`src/rtl/assert_macros.svh`:
```
// Assertion helpers shared by the RTL that checks itself.
`ifndef ASSERT_MACROS_SVH
`define ASSERT_MACROS_SVH

// Property checked on every rising edge of clk, idle while reset is held.
`define ASSERT_CLK(label, prop, msg) \
  label: assert property (@(posedge clk) disable iff (!rst_n) (prop)) else $error(msg);

// Condition that must never be true on a rising edge of clk outside reset.
`define ASSERT_NEVER(label, cond, msg) \
  label: assert property (@(posedge clk) disable iff (!rst_n) !(cond)) else $error(msg);

`endif

```
`src/rtl/fcc_pkg.sv`:
```
package fcc_pkg;

  // Frame layout.
  localparam int unsigned HDR_BYTES       = 8;
  localparam int unsigned CRC_LEN_BYTES   = 2;
  localparam int unsigned CRC_PRESENT_DEF = 1;
  localparam int unsigned IDX_W           = 9;
  localparam logic [15:0] CRC_INIT        = 16'hFFFF;
  localparam logic [15:0] CRC_POLY        = 16'h1021;

  // Frame status codes.
  typedef enum logic [1:0] {
    ST_OK    = 2'd0,
    ST_SHORT = 2'd1,
    ST_LEN   = 2'd2,
    ST_CRC   = 2'd3
  } status_t;

  // Control from the frame tracker to the CRC unit.
  typedef struct packed {
    logic       feed;
    logic       clear;
    logic [7:0] data;
  } crc_ctl_t;

  // One result transaction.
  typedef struct packed {
    logic [7:0] payload_byte;
    logic       is_payload;
    logic       frame_end;
    status_t    status;
    logic [7:0] hdr_version;
    logic [7:0] hdr_network;
    logic [7:0] hdr_type;
    logic [7:0] hdr_source;
    logic [7:0] hdr_dest;
    logic [7:0] hdr_sequence;
    logic [7:0] hdr_flags;
    logic [7:0] hdr_payload_len;
  } result_t;

  // Byte-wide CRC-16/CCITT-FALSE update, MSB first.
  function automatic logic [15:0] crc16_feed(input logic [15:0] crc, input logic [7:0] b);
    logic [15:0] c;
    c = crc ^ {b, 8'h00};
    for (int k = 0; k < 8; k++) begin
      if (c[15]) begin
        c = {c[14:0], 1'b0} ^ CRC_POLY;
      end else begin
        c = {c[14:0], 1'b0};
      end
    end
    return c;
  endfunction

endpackage

```
`src/rtl/frame_checker_crc16.sv`:
```
// Channel | Direction | Handshake         | Payload
// in_     | input     | in_valid/in_stall | in_data_byte, in_last_byte
// out_    | output    | out_valid/out_stall | payload byte, flags, status, header
// cfg_    | input     | cfg_wr_en         | cfg_wr_data (crc check enable)
//
// One byte per cycle sustained while the output is not stalled; each byte moves
// from the input register through the byte-wide CRC step and the frame decode
// into the output register, and its result is on the output from there.
// Reset is synchronous and active low; it clears all frame state and sets the
// CRC check enable. A stall on the output holds both registers, so in_stall rises
// only once the input register is full and cannot move on.
module frame_checker_crc16 #(
  parameter int unsigned CRC_PRESENT = fcc_pkg::CRC_PRESENT_DEF
) (
  input  logic       clk,
  input  logic       rst_n,
  input  logic       in_valid,
  output logic       in_stall,
  input  logic [7:0] in_data_byte,
  input  logic       in_last_byte,
  output logic       out_valid,
  input  logic       out_stall,
  output logic [7:0] out_payload_byte,
  output logic       out_is_payload,
  output logic       out_frame_end,
  output logic [1:0] out_status,
  output logic [7:0] out_hdr_version,
  output logic [7:0] out_hdr_network,
  output logic [7:0] out_hdr_type,
  output logic [7:0] out_hdr_source,
  output logic [7:0] out_hdr_dest,
  output logic [7:0] out_hdr_sequence,
  output logic [7:0] out_hdr_flags,
  output logic [7:0] out_hdr_payload_len,
  input  logic       cfg_wr_en,
  input  logic       cfg_wr_data
);
  import fcc_pkg::*;
  `include "assert_macros.svh"

  logic        s1_valid_r, s1_last_r, out_valid_r, crc_en_r;
  logic [7:0]  s1_data_r;
  logic        s2_take, fire;
  logic [15:0] crc_nxt;
  crc_ctl_t    crc_ctl;
  result_t     res, out_r;

  // Pipeline advance.
  assign s2_take  = !out_valid_r || !out_stall;
  assign fire     = s1_valid_r && s2_take;
  assign in_stall = s1_valid_r && !s2_take;

  // Configuration register.
  always_ff @(posedge clk) begin
    if (!rst_n) begin
      crc_en_r <= 1'b1;
    end else if (cfg_wr_en) begin
      crc_en_r <= cfg_wr_data;
    end
  end

  // Input register.
  always_ff @(posedge clk) begin
    if (!rst_n) begin
      s1_valid_r <= 1'b0;
    end else if (!in_stall) begin
      s1_valid_r <= in_valid;
    end
  end

  always_ff @(posedge clk) begin
    if (in_valid && !in_stall) begin
      s1_data_r <= in_data_byte;
      s1_last_r <= in_last_byte;
    end
  end

  fcc_track #(
    .CRC_PRESENT(CRC_PRESENT)
  ) u_track (
    .clk              (clk),
    .rst_n            (rst_n),
    .fire             (fire),
    .data_byte        (s1_data_r),
    .last_byte        (s1_last_r),
    .crc_check_enable (crc_en_r),
    .crc_nxt          (crc_nxt),
    .crc_ctl          (crc_ctl),
    .result           (res)
  );

  fcc_crc u_crc (
    .clk     (clk),
    .rst_n   (rst_n),
    .ctl     (crc_ctl),
    .crc_nxt (crc_nxt)
  );

  // Output register.
  always_ff @(posedge clk) begin
    if (!rst_n) begin
      out_valid_r <= 1'b0;
    end else if (s2_take) begin
      out_valid_r <= s1_valid_r;
    end
  end

  always_ff @(posedge clk) begin
    if (fire) begin
      out_r <= res;
    end
  end

  assign out_valid           = out_valid_r;
  assign out_payload_byte    = out_r.payload_byte;
  assign out_is_payload      = out_r.is_payload;
  assign out_frame_end       = out_r.frame_end;
  assign out_status          = out_r.status;
  assign out_hdr_version     = out_r.hdr_version;
  assign out_hdr_network     = out_r.hdr_network;
  assign out_hdr_type        = out_r.hdr_type;
  assign out_hdr_source      = out_r.hdr_source;
  assign out_hdr_dest        = out_r.hdr_dest;
  assign out_hdr_sequence    = out_r.hdr_sequence;
  assign out_hdr_flags       = out_r.hdr_flags;
  assign out_hdr_payload_len = out_r.hdr_payload_len;

  // Checks on the pipeline and the result fields.
  `ASSERT_CLK(a_stall_full, in_stall |-> (s1_valid_r && out_valid_r), "stall without full pipeline")
  `ASSERT_CLK(a_end_reaches_out, (fire && s1_last_r) |=> (out_valid && out_frame_end), "frame end lost")
  `ASSERT_NEVER(a_status_mid, out_valid && !out_frame_end && (out_status != ST_OK), "status mid frame")
  `ASSERT_NEVER(a_pay_zero, out_valid && !out_is_payload && (out_payload_byte != 8'h00), "stray payload byte")

endmodule

```
`src/rtl/fcc_crc.sv`:
```
module fcc_crc (
  input  logic              clk,
  input  logic              rst_n,
  input  fcc_pkg::crc_ctl_t ctl,
  output logic [15:0]       crc_nxt
);
  import fcc_pkg::*;

  logic [15:0] crc_r;

  // Value of the accumulator once the current byte is folded in.
  assign crc_nxt = ctl.feed ? crc16_feed(crc_r, ctl.data) : crc_r;

  // Accumulator restarts at the end of every frame.
  always_ff @(posedge clk) begin
    if (!rst_n || ctl.clear) begin
      crc_r <= CRC_INIT;
    end else begin
      crc_r <= crc_nxt;
    end
  end

endmodule

```
`src/rtl/fcc_track.sv`:
```
module fcc_track #(
  parameter int unsigned CRC_PRESENT = fcc_pkg::CRC_PRESENT_DEF
) (
  input  logic              clk,
  input  logic              rst_n,
  input  logic              fire,
  input  logic [7:0]        data_byte,
  input  logic              last_byte,
  input  logic              crc_check_enable,
  input  logic [15:0]       crc_nxt,
  output fcc_pkg::crc_ctl_t crc_ctl,
  output fcc_pkg::result_t  result
);
  import fcc_pkg::*;

  localparam logic [IDX_W-1:0] HDR_IDX  = IDX_W'(HDR_BYTES);
  localparam logic [9:0]       TAIL_LEN = 10'(HDR_BYTES + CRC_LEN_BYTES * CRC_PRESENT);

  logic [IDX_W-1:0] byte_index_r, byte_index_nxt;
  logic [7:0]       hdr_r   [HDR_BYTES];
  logic [7:0]       hdr_nxt [HDR_BYTES];
  logic [15:0]      rx_crc_r, rx_crc_nxt;
  logic [IDX_W-1:0] pay_end;
  logic             in_hdr, in_pay, active;
  logic [9:0]       expected;
  status_t          status;

  // Region decode for the current byte.
  assign active  = !byte_index_r[IDX_W-1];
  assign pay_end = HDR_IDX + IDX_W'(hdr_r[HDR_BYTES-1]);
  assign in_hdr  = active && (byte_index_r < HDR_IDX);
  assign in_pay  = active && !in_hdr && (byte_index_r < pay_end);

  // Header capture, received CRC capture and index advance.
  always_comb begin
    for (int j = 0; j < HDR_BYTES; j++) begin
      hdr_nxt[j] = hdr_r[j];
    end
    if (in_hdr) begin
      hdr_nxt[byte_index_r[2:0]] = data_byte;
    end
    rx_crc_nxt = rx_crc_r;
    if (CRC_PRESENT != 0 && active && !in_hdr && !in_pay) begin
      if (byte_index_r == pay_end) begin
        rx_crc_nxt[7:0] = data_byte;
      end else if (byte_index_r == pay_end + IDX_W'(1)) begin
        rx_crc_nxt[15:8] = data_byte;
      end
    end
    byte_index_nxt = active ? byte_index_r + IDX_W'(1) : byte_index_r;
  end

  assign crc_ctl.feed  = fire && (in_hdr || in_pay);
  assign crc_ctl.clear = fire && last_byte;
  assign crc_ctl.data  = data_byte;

  // End-of-frame verdict.
  assign expected = TAIL_LEN + 10'(hdr_nxt[HDR_BYTES-1]);
  always_comb begin
    if (byte_index_nxt < HDR_IDX) begin
      status = ST_SHORT;
    end else if (expected > 10'd255 || 10'(byte_index_nxt) != expected) begin
      status = ST_LEN;
    end else if (CRC_PRESENT != 0 && crc_check_enable && rx_crc_nxt != crc_nxt) begin
      status = ST_CRC;
    end else begin
      status = ST_OK;
    end
  end

  // Result fields; zero where the byte carries no meaning.
  always_comb begin
    result.payload_byte    = in_pay ? data_byte : 8'h00;
    result.is_payload      = in_pay;
    result.frame_end       = last_byte;
    result.status          = last_byte ? status : ST_OK;
    result.hdr_version     = last_byte ? hdr_nxt[0] : 8'h00;
    result.hdr_network     = last_byte ? hdr_nxt[1] : 8'h00;
    result.hdr_type        = last_byte ? hdr_nxt[2] : 8'h00;
    result.hdr_source      = last_byte ? hdr_nxt[3] : 8'h00;
    result.hdr_dest        = last_byte ? hdr_nxt[4] : 8'h00;
    result.hdr_sequence    = last_byte ? hdr_nxt[5] : 8'h00;
    result.hdr_flags       = last_byte ? hdr_nxt[6] : 8'h00;
    result.hdr_payload_len = last_byte ? hdr_nxt[7] : 8'h00;
  end

  // Frame state; cleared by reset and after the marked byte.
  always_ff @(posedge clk) begin
    if (!rst_n || (fire && last_byte)) begin
      byte_index_r <= '0;
      rx_crc_r     <= '0;
      for (int j = 0; j < HDR_BYTES; j++) begin
        hdr_r[j] <= 8'h00;
      end
    end else if (fire) begin
      byte_index_r <= byte_index_nxt;
      rx_crc_r     <= rx_crc_nxt;
      for (int j = 0; j < HDR_BYTES; j++) begin
        hdr_r[j] <= hdr_nxt[j];
      end
    end
  end

endmodule
```
`config.mk`:
```
export PLATFORM = sky130hd
export DESIGN_NAME = frame_checker_crc16
export DESIGN_NICKNAME = d
export VERILOG_FILES = /design/src/rtl/fcc_pkg.sv /design/src/rtl/frame_checker_crc16.sv /design/src/rtl/fcc_crc.sv /design/src/rtl/fcc_track.sv
export VERILOG_INCLUDE_DIRS = /design/src /design/src/rtl
export SDC_FILE = /design/constraint.sdc
export NUM_CORES = 1
export LEC_CHECK = 0
export ABC_AREA = 1
export BUFFER_PORTS_ARGS = -buffer_cell sky130_fd_sc_hd__buf_2
export CAP_MARGIN = 20
export CORE_MARGIN = 1
export CORE_UTILIZATION = 55
export CTS_BUF_LIST = sky130_fd_sc_hd__clkbuf_4
export DETAILED_ROUTE_END_ITERATION = 8
export PLACE_DENSITY_LB_ADDON = 0.25
export SLEW_MARGIN = 20
export SYNTH_ARGS = -nofsm -noshare
export SYNTH_HDL_FRONTEND = slang
export SYNTH_SLANG_ARGS = --single-unit
```
`constraint.sdc`:
```
create_clock -name clk -period 4.5 [get_ports clk]
set_input_delay 0.225 -clock clk [delete_from_list [all_inputs] [get_ports clk]]
set_output_delay 0.225 -clock clk [all_outputs]
set_load 0.005 [all_outputs]
```
After elaboration in Yosys (flattened, before gate mapping)
Memory sizes are Yosys's and may differ from the RTL's.
Index checks and enable logic that the tools add are counted.
{ "op_classes": {"add_sub_neg": 4, "n_mul": 0, "div": 0, "magnitude_cmp": 6, "eq_ne": 4, "shifts": 0, "muxes": 34, "bitwise_logic": 19, "reduce_logical": 24} }
{ "ops": {"columns": ["operator", "count"], "rows": [
  ["13-bit two-way mux", 8],
  ["8-bit two-way mux", 12],
  ["64-bit bitwise mux", 1],
  ["64-bit two-way mux", 1],
  ["16-bit two-way mux", 2],
  ["8-bit demux with 3-bit select", 1],
  ["3-bit NOT", 8],
  ["4-bit by 8-bit adder with 9-bit output, first input constant", 2],
  ["9-bit by 1-bit adder with 9-bit output, second input constant", 2],
  ["9-bit equality test", 2],
  ["9-bit by 4-bit less-than comparator with 1-bit output, second input constant", 2],
  ["16-bit != test", 1],
  ["16-bit bitwise XOR", 1],
  ["1-bit logical AND", 11],
  ["10-bit by 8-bit greater-than comparator with 1-bit output, second input constant", 1],
  ["9-bit by 10-bit != test with 1-bit output", 1],
  ["9-bit less-than comparator", 1],
  ["9-bit two-way mux", 1],
  ["1-bit logical NOT", 8],
  ["1-bit bitwise OR", 8],
  ["1-bit two-way mux", 6],
  ["4-bit >= comparator, second input constant", 1],
  ["1-bit logical OR", 4],
  ["4-bit by 1-bit less-than comparator with 1-bit output, second input constant", 1],
  ["other kinds (4)", 5]
]} }
{ "totals": {"regBits": 129, "latchBits": 0, "mem_bits_rw": 64, "romBits": 0, "inputBits": 15, "out_inout_bits": 78, "wordCells": 113, "mem_count": 1} }
{ "mem_list": {"columns": ["name", "depth", "word_bits", "rd", "rd_clocked_by_memory_dff", "write_ports", "line", "text"], "rows": [
  ["u_track.hdr_r", 8, 8, 8, 0, 8, "fcc_track.sv:20", "logic [7:0] hdr_r [HDR_BYTES];"]
]} }

Depth between registers and ports, before layout
Gate-level depths: netlist of run 1.
{ "depth": {"ltp_word": 23, "mapped_depth": 27, "depth_no_buf": 27} }

Cells and area by module
From an unflattened synthesis of run 1, not the netlist that was laid out.
{ "unflattened": {"hier_cells": 1104, "area_unflattened_um2": 9676.8} }
{ "by_module_without_submodules": {"columns": ["module", "instances", "cells_each", "area_each_um2", "seq_area_each_um2"], "rows": [
  ["fcc_track", 1, 803, 5829.3, 2422.3],
  ["frame_checker_crc16", 1, 102, 2681.3, 2612.5],
  ["fcc_crc", 1, 199, 1166.1, 320.3]
]} }

Least setup slack after synthesis of run 1
Ideal clock, no wire load.
{ "synth_timing": {"path_kind": "flip-flop to flip-flop", "from": "reg out_valid_r (netlist: out_valid)", "to": "reg out_r, in the netlist out_status[0], data pin", "setup_time_ns": 0.268, "arrival_time_ns": 3.937, "required_time_ns": 4.232, "path_slack_ns": 0.295, "path_stages_with_launch": 14, "n_path_buf": 1, "synth_period_minus_slack_ns": 4.205, "path_cell_list": "dfxtp_1 -> nand2_1 -> inv_1 -> nor2_1 -> clkbuf_1 -> nand4_1 -> nand2_1 -> nand2_1 -> nand2_1 -> nand3_1 -> nor2_1 -> nand3_2 -> nand3_1 -> a21oi_2"} }
{ "synth_via": {"elab_chain_len": 10} }
{ "synth_lines": {"columns": ["item", "line", "text"], "rows": [
  ["from (decl)", "frame_checker_crc16.sv:41", "logic s1_valid_r, s1_last_r, out_valid_r, crc_en_r;"],
  ["from (signal assigned)", "frame_checker_crc16.sv:104", "out_valid_r <= s1_valid_r;"],
  ["1-bit logical NOT", "frame_checker_crc16.sv:49", "assign s2_take = !out_valid_r || !out_stall;"],
  ["1-bit logical OR", "frame_checker_crc16.sv:49", null],
  ["1-bit logical AND", "frame_checker_crc16.sv:50", "assign fire = s1_valid_r && s2_take;"],
  ["net fire", "frame_checker_crc16.sv:43", "logic s2_take, fire;"],
  ["1-bit logical AND", "fcc_track.sv:53", "assign crc_ctl.feed = fire && (in_hdr || in_pay);"],
  ["16-bit two-way mux", "fcc_crc.sv:12", "assign crc_nxt = ctl.feed ? crc16_feed(crc_r, ctl.data) : crc_r;"],
  ["16-bit != test", "fcc_track.sv:64", "end else if (CRC_PRESENT != 0 && crc_check_enable && rx_crc_nxt != crc_nxt) begin"],
  ["1-bit logical AND", "fcc_track.sv:64", null],
  ["2-bit two-way mux", "fcc_track.sv:64", null],
  ["2-bit two-way mux", "fcc_track.sv:62", "end else if (expected > 10'd255 || 10'(byte_index_nxt) != expected) begin"],
  ["1-bit two-way mux", "fcc_track.sv:60", "if (byte_index_nxt < HDR_IDX) begin"],
  ["to (signal assigned)", "frame_checker_crc16.sv:110", "out_r <= res;"],
  ["to (decl)", "frame_checker_crc16.sv:46", "result_t res, out_r;"]
]} }
The timed path passes the listed nets, and every way through them passes these cells.
A chain may end at the register's enable or synchronous reset.

==> run summary, run 1 <==
final net count: 1,213
met1 layer usage reported by global route: 0.343
critical path, cell by cell: ha_1 > nand2_2 > inv_1 > nand3_1 > nand2_2 > inv_1 > ha_1 > nand2_1 > nor2_2 > nand3b_1 > nand3_2 > nand2_1 > o21ai_0 > inv_1 > nand2_1 > nand2_1 > nor2_1 > nand2_1 > nor2_1 > nand3_2 > nand3_1 > a21oi_2
depth of the CTS H-tree: 4
Setup-failing EPs final: 0
TritonCTS clock tree: done
count of buffers added by post-CTS timing repair for setup: 0
final number of hold-violating endpoints: 0
startpoint of the lowest-slack hold path: rst_n
net switching power: 0.000970 W
synthesis-to-finish area growth: 10.4%
grt peak-use layer: met2
largest stage delay on the critical path: 0.55 ns
Pwr Total: 0.00340 W
syn_area_per_cell: 8.76 µm²
PnR worst setup slack: 0.600 ns
headroom to the max-slew limit: 0.303
remaining antenna violation count after routing: 0
Setup crit end kind: flip-flop
Power Dens Cells: 321 nW/µm²
leak pwr: 4.58 nW
Die Footprint: 18,000 µm²
maximum clock skew at final layout: 0.0202 ns
data required time of the critical path: 4.80 ns
worst endpoint data arrival time: 4.20 ns
clock-pin slew on the worst setup and hold paths: 0.16 ns
top cell type by total area after synthesis: sky130_fd_sc_hd__edfxtp_1
maximum fanout encountered on the critical timing path: 14
worst hold path class: in2reg
worst-path cell with the longest stage delay: sky130_fd_sc_hd__edfxtp_1
WS Path Type: reg2reg
setup repair after global routing missed its margin: false
die extent in x: 134 µm
overall via count from detail_route: 7,498
Clk pwr share: 0.250
time the worst path needs with I/O delays and setup: 3.90 ns
clock sink total: 193
relative contribution of sequential cells to total power: 0.609
num ports: 93
largest vdd supply drop: 0.189 mV
Pre-antenna DRT Iters: 5
maximum buffer depth of the clock tree: 2
Critical R2R Capture: out_status[0]$_SDFFCE_PN0P_
hold path endpoint: s1_valid_r$_SDFFE_PN0N_
number of antenna violations at the first check in global routing: 1
share of Yosys cell area claimed by the top area cell type: 0.466
first-iteration detailed-routing DRC count: 624
Combinational Power Share: 0.140
DR DRC count: 0
fraction of the cycle the final worst path needs: 0.867
reg-to-reg setup timing slack: 0.60 ns
most numerous cell on the critical path: sky130_fd_sc_hd__nand2_1
status: finished, final reports clean
total half-perimeter wirelength after legalization and detailed placement: 14,700 µm
routed len/inst: 15.3 µm
slew at the pin closest to its max-slew limit: 1.05 ns
Area contributors post-synth: sky130_fd_sc_hd__edfxtp_1 (47%), sky130_fd_sc_hd__nand2_1 (9.5%), sky130_fd_sc_hd__dfxtp_1 (9.2%)
via count of the first global-routing pass: 6,919
flop and latch count out of synthesis: 193
cell count of the worst reg-to-reg path: 22
sort of element at the start of the critical path: flip-flop
max-slew violation total from the final report: 0
die span in y: 134 µm
initial core utilization: 0.571
instance count of the mapped netlist: 1,095
net count of the mapped netlist: 1,124
number of warnings issued by yosys: 0
layout cells sized above 1: 0.150
gr ovfl total: 0
total global routing track utilization: 0.252
met3 Usage GRT: 0.0363
mapped cell area: 9600 µm²
clock root cell: sky130_fd_sc_hd__clkbuf_4
maximum number of pins on one net before global-route repair: 81
sequential fraction of the synthesis area: 0.558
max-cap check violation count: 0
post-cts hold buffer count: 13
standard-cell rows: 47
Detailed Route WL: 21,700 µm
clock buffer count from CTS: 17
pre-CTS WS: 0.706 ns
number of distinct standard cells referenced by the synthesized netlist: 42
average vias per placed instance: 5.29
weighted congestion at the end of routability-driven global placement: 0.905
first-pass GRT wire length: 35,000 µm
Resize count post-CTS: 0
routing usage on met2: 0.408
accumulated negative setup slack: 0 ns
launch point of the worst reg-to-reg path: u_track.hdr_r[1][27]$_SDFFCE_PP0P_
later-pin clock latency in the skew report: 0.57 ns
fraction of power spent switching nets: 0.286
Max Clk Rate: 256 MHz
input/output buffers: 92
core footprint: 16,800 µm²
Internal Pwr Total: 0.00243 W
WHS Path Cells: 3
tightest hold margin: 0.0452 ns
==> routing by layer <==
layer / wire length, µm / vias up / share of wire
met2: 10400 / 231 / 0.48
met1: 9430 / 3494 / 0.43
met4: 552 / 0 / 0.025
met3: 1300 / 34 / 0.060
li1: - / 3739 / -
met5: 0 / - / 0
==> logic make-up after synthesis <==
group,share of synthesized area
simple gates,0.252
flops,0.558
buf+inv,0.0730
compound gates,0.0696
xor+xnor,0.0292
fa+ha+maj,0.0183
==> placed cells by master, fill, tap and decap left out, drive strengths merged, types with 10 or more instances in the layout <==
| cell | netlist | final |
|---|---|---|
| a21oi | 25 | 25 |
| buf | 9 | 101 |
| clkbuf | 35 | 19 |
| dfxtp | 44 | 44 |
| dlygate4sd3 | 0 | 13 |
| edfxtp | 149 | 149 |
| ha | 14 | 14 |
| inv | 133 | 139 |
| nand2 | 257 | 257 |
| nand3 | 80 | 80 |
| nor2 | 195 | 195 |
| nor3 | 10 | 10 |
| o21ai | 73 | 73 |
| o22ai | 14 | 14 |
| xor2 | 23 | 23 |
==> synth_stat cells, drive strengths merged <==
cell	n
nand3	80
dfxtp	44
a21oi	25
o211ai	1
nor2	195
nand2	257
clkbuf	35
xor2	23
a211oi	2
inv	133
or2	2
nor3	10
buf	9
nand2b	2
nand4	5
nand3b	9
ha	14
a31oi	1
o21ai	73
a21o	1
edfxtp	149
o22ai	14
and3	2
xnor2	9
==> layout make-up <==
class / count / area (µm²)
Inverter: 133 / 499
Clock inverter: 13 / 104
Clock buffer: 19 / 143
Timing Repair Buffer: 114 / 658
Fill cell: 1498 / 6230
Multi-Input combinational cell: 725 / 3550
Antenna cell: 1 / 2.50
Tap cell: 220 / 275
Sequential cell: 193 / 5360
==> critical path: cells and delay by family, from the launching register on <==
family	cells	cell delay, ns
flip-flops	1	0.55
AO/OA/AOI/OAI	2	0.41
buffers and inverters	3	0.24
adder cells (fa/ha/maj)	2	0.56
AND/OR/NAND/NOR	15	1.86
==> how the worst max path moves through the flow <==
| stage | start | endpoint | slack [ns] | cells after the start |
|---|---|---|---|---|
| floorplan | out_valid$_SDFFE_PN0N_ | out_status[0]$_SDFFCE_PN0P_ | 0.30 | 13 |
| global placement | u_track.hdr_r[1][27]$_SDFFCE_PP0P_ | out_status[0]$_SDFFCE_PN0P_ | 0.82 | 22 |
| detailed placement | u_track.hdr_r[1][27]$_SDFFCE_PP0P_ | out_status[0]$_SDFFCE_PN0P_ | 0.71 | 22 |
| CTS | u_track.hdr_r[1][27]$_SDFFCE_PP0P_ | out_status[0]$_SDFFCE_PN0P_ | 0.67 | 22 |
| global route | u_track.hdr_r[1][27]$_SDFFCE_PP0P_ | out_status[0]$_SDFFCE_PN0P_ | 0.24 | 22 |
| finish | u_track.hdr_r[1][27]$_SDFFCE_PP0P_ | out_status[0]$_SDFFCE_PN0P_ | 0.60 | 22 |
==> through the flow <==
stage | cells | instance area, µm² | util
2_1_floorplan | 1095 | 9600 | -
3_3_place_gp | 1372 | 10200 | 0.607
3_5_place_dp | 1372 | 10200 | 0.607
4_1_cts | 1417 | 10600 | 0.629
5_1_grt | 1418 | 10600 | 0.630
6_report | 1418 | 10600 | 0.630
==> sequential cells by signal (all words and copies together) (netlist names), 2 cells and up <==
signal                cells
u_crc.crc_r              16
out_hdr_source            8
out_hdr_sequence          8
out_hdr_type              8
s1_data_r                 8
out_status                2
u_track.hdr_r            64
out_hdr_dest              8
u_track.rx_crc_r         16
out_hdr_payload_len       8
out_hdr_flags             8
out_hdr_network           8
out_payload_byte          8
u_track.byte_index_r      9
out_hdr_version           8
==> power groups by stage <==
stage,sequential [W],clock [W],combinational [W]
after global placement,0.00211,0,0.000457
after global routing,0.00208,0.000929,0.000540
after detailed placement,0.00211,0,0.000467
after CTS,0.00207,0.000868,0.000478
final,0.00207,0.000851,0.000477
after floorplan,0.00211,0,0.000325
(Power assumes the default switching activity.)
==> run 2, diff against run 1 <==
--- a/config.mk
+++ b/config.mk
@@ -9,11 +9,12 @@
 export ABC_AREA = 1
 export BUFFER_PORTS_ARGS = -buffer_cell sky130_fd_sc_hd__buf_2
 export CAP_MARGIN = 20
-export CORE_MARGIN = 1
+export CORE_MARGIN = 2
 export CORE_UTILIZATION = 55
 export CTS_BUF_LIST = sky130_fd_sc_hd__clkbuf_4
 export DETAILED_ROUTE_END_ITERATION = 8
 export PLACE_DENSITY_LB_ADDON = 0.25
+export REMOVE_ABC_BUFFERS = 1
 export SLEW_MARGIN = 20
 export SYNTH_ARGS = -nofsm -noshare
 export SYNTH_HDL_FRONTEND = slang
==> run 2 against run 1 <==
Effect of this change: combinational power hardly changed; critical path depth unchanged; count of clock-buffer cells in the layout down 2; critical path type unchanged; largest power group unchanged; highest routed layer unchanged.
==> run summary, run 2 (same netlist as run 1, synthesis figures left out) <==
setup repair after global routing missed its margin: false
input/output buffers: 92
commonest non-fill, non-tap cells in the layout: sky130_fd_sc_hd__nand2_1 (242), sky130_fd_sc_hd__nor2_1 (182), sky130_fd_sc_hd__edfxtp_1 (149)
worst endpoint data arrival time: 4.15 ns
TritonCTS clock tree: done
sort of element at the start of the critical path: flip-flop
fin cells: 1,426
grt peak-use layer: met2
maximum number of pins on one net before global-route repair: 70
Pre-antenna DRT Iters: 5
routing usage on met2: 0.375
gr ovfl total: 0
remaining antenna violation count after routing: 0
leak pwr: 4.64 nW
DR DRC count: 0
Detailed Route WL: 21,000 µm
clock buffer count from CTS: 17
worst hold path class: in2reg
total half-perimeter wirelength after legalization and detailed placement: 14,100 µm
placement-stage cell area: 10,200 µm²
pre-CTS WS: 0.766 ns
die span in y: 136 µm
met1 layer usage reported by global route: 0.335
status: finished, final reports clean
die extent in x: 136 µm
Power Dens Cells: 331 nW/µm²
count of buffers added by post-CTS timing repair for setup: 0
clock sink total: 193
fill cell total of the finished layout: 1,464
Max Clk Rate: 263 MHz
Die Footprint: 18,500 µm²
biggest registers after layout: u_track.hdr_r (64), u_crc.crc_r (16), u_track.rx_crc_r (16)
total global routing track utilization: 0.236
slew at the pin closest to its max-slew limit: 0.845 ns
final net count: 1,216
standard-cell rows: 48
core footprint: 17,200 µm²
num ports: 93
largest register by flop count: u_track.hdr_r
maximum buffer depth of the clock tree: 2
first-iteration detailed-routing DRC count: 716
met3 Usage GRT: 0.0306
accumulated negative setup slack: 0 ns
max-slew violation total from the final report: 0
tightest hold margin: 0.320 ns
weighted congestion at the end of routability-driven global placement: 0.985
instance count after placement with tap cells included: 1,377
synthesis-to-finish area growth: 11.7%
FF/Latch Area: 5360 µm²
Setup crit end kind: flip-flop
initial core utilization: 0.559
via count of the first global-routing pass: 6,607
later-pin clock latency in the skew report: 0.60 ns
first-pass GRT wire length: 33,700 µm
depth of the CTS H-tree: 4
final number of hold-violating endpoints: 0
max-cap check violation count: 0
clock root cell: sky130_fd_sc_hd__clkbuf_4
maximum fanout encountered on the critical timing path: 14
WS Path Type: reg2reg
overall via count from detail_route: 7,461
area taken by multi-input logic gates: 3550 µm²
headroom to the max-slew limit: 0.437
Setup-failing EPs final: 0
final std cell area, no fill: 10,700 µm²
fraction of the cycle the final worst path needs: 0.845
maximum clock skew at final layout: 0.0250 ns
layout cells sized above 1: 0.153
number of antenna violations at the first check in global routing: 1
average vias per placed instance: 5.23
largest vdd supply drop: 0.162 mV
data required time of the critical path: 4.85 ns
number of flip-flops under the largest register name: 64
clock-pin slew on the worst setup and hold paths: 0.17 ns
PnR worst setup slack: 0.700 ns
time the worst path needs with I/O delays and setup: 3.80 ns
most common cell after layout, fill and taps aside: sky130_fd_sc_hd__nand2_1
routed len/inst: 14.7 µm
## run 2: layer usage
metal	vias up	wire (µm)
li1	3746	-
met1	3421	9530
met2	262	9730
met3	32	1320
met4	0	448
met5	-	0
## run 2: worst paths after layout
| path | endpoint | slack [ns] | depth (start not counted) | start |
|---|---|---|---|---|
| max | out_status[0]$_SDFFCE_PN0P_ | 0.70 | 22 | u_track.hdr_r[1][27]$_SDFFCE_PP0P_ |
| min reg2reg | u_track.rx_crc_r[15]$_SDFFE_PP0P_ | 0.49 | 2 | u_track.rx_crc_r[15]$_SDFFE_PP0P_ |
| min | s1_last_r$_DFFE_PP_ | 0.32 | 2 | in_last_byte |
| max reg2reg | out_status[0]$_SDFFCE_PN0P_ | 0.70 | 22 | u_track.hdr_r[1][27]$_SDFFCE_PP0P_ |
## run 2: worst max-delay path, cell delays in order, from the launching register on
cell and delay (ns):
sky130_fd_sc_hd__edfxtp_1 0.57, sky130_fd_sc_hd__ha_1 0.29, sky130_fd_sc_hd__nand2_2 0.08, sky130_fd_sc_hd__inv_1 0.08, sky130_fd_sc_hd__nand3_1 0.08, sky130_fd_sc_hd__nand2_2 0.10, sky130_fd_sc_hd__inv_1 0.07, sky130_fd_sc_hd__ha_1 0.28
sky130_fd_sc_hd__nand2_1 0.07, sky130_fd_sc_hd__nor2_2 0.14, sky130_fd_sc_hd__nand3b_1 0.10, sky130_fd_sc_hd__nand3_2 0.24, sky130_fd_sc_hd__nand2_1 0.34, sky130_fd_sc_hd__o21ai_0 0.33, sky130_fd_sc_hd__inv_1 0.09, sky130_fd_sc_hd__nand2_1 0.07
sky130_fd_sc_hd__nand2_1 0.04, sky130_fd_sc_hd__nor2_1 0.11, sky130_fd_sc_hd__nand2_1 0.06, sky130_fd_sc_hd__nor2_1 0.13, sky130_fd_sc_hd__nand3_2 0.11, sky130_fd_sc_hd__nand3_1 0.10, sky130_fd_sc_hd__a21oi_2 0.05
## run 2: final cells by class
class | count | area share
sequential | 193 | 0.500
multi-input combinational | 725 | 0.331
timing repair buffer | 117 | 0.0665
inverter | 133 | 0.0466
tap | 225 | 0.0263
clock inverter | 15 | 0.0176
clock buffer | 17 | 0.0119
antenna | 1 | 0.000233
## run 2: what timing repair did
action                                 in CTS  in global routing
endpoints found under the hold margin      15                  0
gates resized for setup                     0                  0
hold buffers                               16                  0
## run 2: through the flow
stage	power, W	util
final	0.00355	0.624
after global routing	0.00371	0.624
after CTS	0.00356	0.624
after detailed placement	0.00257	0.596
after global placement	0.00256	0.596
after floorplan	0.00243	-
## run 2: power by group
part / switching, W / leakage, nW / internal, W / total (W)
combinational: 0.000317 / 2.62 / 0.000163 / 0.000480
clock: 0.000645 / 0.173 / 0.000357 / 0.00100
sequential: 0.0000443 / 1.86 / 0.00203 / 0.00207
==> run 3, diff against run 2 <==
==> constraint.sdc (replaced) <==
create_clock -name clk -period 3.5 [get_ports clk]
set_input_delay 0.175 -clock clk [delete_from_list [all_inputs] [get_ports clk]]
set_output_delay 0.175 -clock clk [all_outputs]
set_load 0.005 [all_outputs]
==> run 3 against run 2 <==
Effect of this change: cell area grew 3.5%; die area is the same; routed wire length grew 8.1%; non-clock buffer count grew 28; via count grew 3.4%; register-to-register slack lost 0.58 ns; sequential cell count is the same; worst hold slack lost 0.043 ns; clock power grew 13%; count of clock-buffer cells in the layout grew 1; cell count grew 2.2%; largest power group unchanged.
==> run summary, run 3 (same netlist as run 1, synthesis figures left out) <==
status: finished, final reports clean
utilization after layout: 0.646
final std cell area, no fill: 11,100 µm²
met2 routed WL: 10,600 µm
total half-perimeter wirelength after legalization and detailed placement: 15,000 µm
core footprint: 17,200 µm²
Setup crit end kind: flip-flop
fin cells: 1,458
accumulated negative setup slack: 0 ns
slew at the pin closest to its max-slew limit: 0.726 ns
average vias per placed instance: 5.29
max-slew violation total from the final report: 0
biggest registers after layout: u_track.hdr_r (64), u_crc.crc_r (16), u_track.rx_crc_r (16)
PnR worst setup slack: 0.121 ns
layout cells sized above 1: 0.192
pre-CTS WS: -0.0280 ns
number of buffer and inverter stages on the critical path: 6
routed len/inst: 15.6 µm
fraction of the cycle the final worst path needs: 0.965
TritonCTS clock tree: done
die extent in x: 136 µm
instance count after placement with tap cells included: 1,394
standard-cell rows: 48
gr ovfl total: 0
number of antenna violations at the first check in global routing: 1
overall via count from detail_route: 7,711
die span in y: 136 µm
top layer reached by signal wires: met4
DR DRC count: 0
largest register by flop count: u_track.hdr_r
number of flip-flops under the largest register name: 64
first-iteration detailed-routing DRC count: 607
maximum clock skew at final layout: 0.0202 ns
Setup-failing EPs final: 0
final net count: 1,248
time the worst path needs with I/O delays and setup: 3.38 ns
via count of the first global-routing pass: 6,825
maximum buffer depth of the clock tree: 2
depth of the CTS H-tree: 4
cell family with most CP delay: simple AND/OR/NAND/NOR gates
max-cap check violation count: 0
first-pass GRT wire length: 34,500 µm
worst-path cell with the longest stage delay: sky130_fd_sc_hd__edfxtp_1
placement-stage cell area: 10,400 µm²
later-pin clock latency in the skew report: 0.60 ns
worst hold path class: in2reg
WS Path Type: reg2reg
total global routing track utilization: 0.243
DRT met1 WL: 9900 µm
input/output buffers: 92
clock root cell: sky130_fd_sc_hd__clkbuf_4
synthesis-to-finish area growth: 15.6%
routed wl met3: 1580 µm
headroom to the max-slew limit: 0.516
final number of hold-violating endpoints: 0
data required time of the critical path: 3.83 ns
worst endpoint data arrival time: 3.71 ns
clock buffer count from CTS: 17
clock-pin slew on the worst setup and hold paths: 0.16 ns
initial core utilization: 0.559
commonest non-fill, non-tap cells in the layout: sky130_fd_sc_hd__nand2_1 (238), sky130_fd_sc_hd__nor2_1 (178), sky130_fd_sc_hd__edfxtp_1 (149)
most common cell after layout, fill and taps aside: sky130_fd_sc_hd__nand2_1
remaining antenna violation count after routing: 0
Pre-antenna DRT Iters: 5
maximum number of pins on one net before global-route repair: 66
maximum fanout encountered on the critical timing path: 8
clock sink total: 193
weighted congestion at the end of routability-driven global placement: 0.944
Detailed Route WL: 22,700 µm
sort of element at the start of the critical path: flip-flop
largest vdd supply drop: 0.191 mV
fill cell total of the finished layout: 1,440
leak pwr: 4.82 nW
Power Dens Cells: 403 nW/µm²
Max Clk Rate: 296 MHz
Die Footprint: 18,500 µm²
num ports: 93
largest stage delay on the critical path: 0.44 ns
-- run 3: changes by cell type in the layout (fill, tap and decap cells not counted), moves of 4 or more --
cell	before	now
sky130_fd_sc_hd__ha_1	14	10
sky130_fd_sc_hd__buf_4	7	32
sky130_fd_sc_hd__nand2_1	242	238
sky130_fd_sc_hd__ha_4	0	4
sky130_fd_sc_hd__o21ai_0	62	57
sky130_fd_sc_hd__nor2_1	182	178
sky130_fd_sc_hd__nand3_1	77	72
sky130_fd_sc_hd__nand2_4	3	9
-- run 3: layer usage --
metal  global-route usage  up-vias
li1                     -     3816
met1                0.336     3554
met2                0.391      291
met3               0.0384       50
met4               0.0874        0
met5                    0        -
-- run 3: final timing paths --
check | startpoint | to | slack [ns] | cells after the start
max reg2reg | u_track.hdr_r[1][27]$_SDFFCE_PP0P_ | out_status[0]$_SDFFCE_PN0P_ | 0.12 | 25
min | in_data_byte[1] | s1_data_r[1]$_DFFE_PP_ | 0.28 | 2
min reg2reg | u_track.rx_crc_r[12]$_SDFFE_PP0P_ | u_track.rx_crc_r[12]$_SDFFE_PP0P_ | 0.49 | 2
max | u_track.hdr_r[1][27]$_SDFFCE_PP0P_ | out_status[0]$_SDFFCE_PN0P_ | 0.12 | 25
-- run 3: stage by stage --
step | total power (W) | hold WS (ns)
finish | 0.00448 | 0.276
global route | 0.00466 | 0.265
CTS | 0.00445 | 0.251
detailed placement | 0.00334 | 0.353
global placement | 0.00332 | 0.353
floorplan | 0.00312 | 0.274
-- run 3: power by group --
| group | internal (W) | switching (W) | total (W) |
|---|---|---|---|
| Clock | 0.000310 | 0.000821 | 0.00113 |
| Combinational | 0.000244 | 0.000444 | 0.000688 |
| Sequential | 0.00260 | 0.0000533 | 0.00266 |
-- run 3: area by class of cell --
cell class              count  area (µm²)  share of cell area
well taps                 225         282              0.0254
multi-input cells         729        3750               0.338
clock buffers              18         135              0.0122
diodes                      1        2.50            0.000226
flip-flops and latches    193        5360               0.483
inverters                 133         499              0.0450
repair buffers            145         952              0.0858
clock inverters            14         123              0.0111
-- run 3: what timing repair did --
action | in CTS | in global routing
hold buffers | 16 | 0
setup buffers | 0 | 10
pin swaps | 0 | 23
endpoints found under the hold margin | 20 | 0
gates resized for setup | 3 | 39
cloned | 0 | 5
endpoints found under the setup margin | 2 | 2
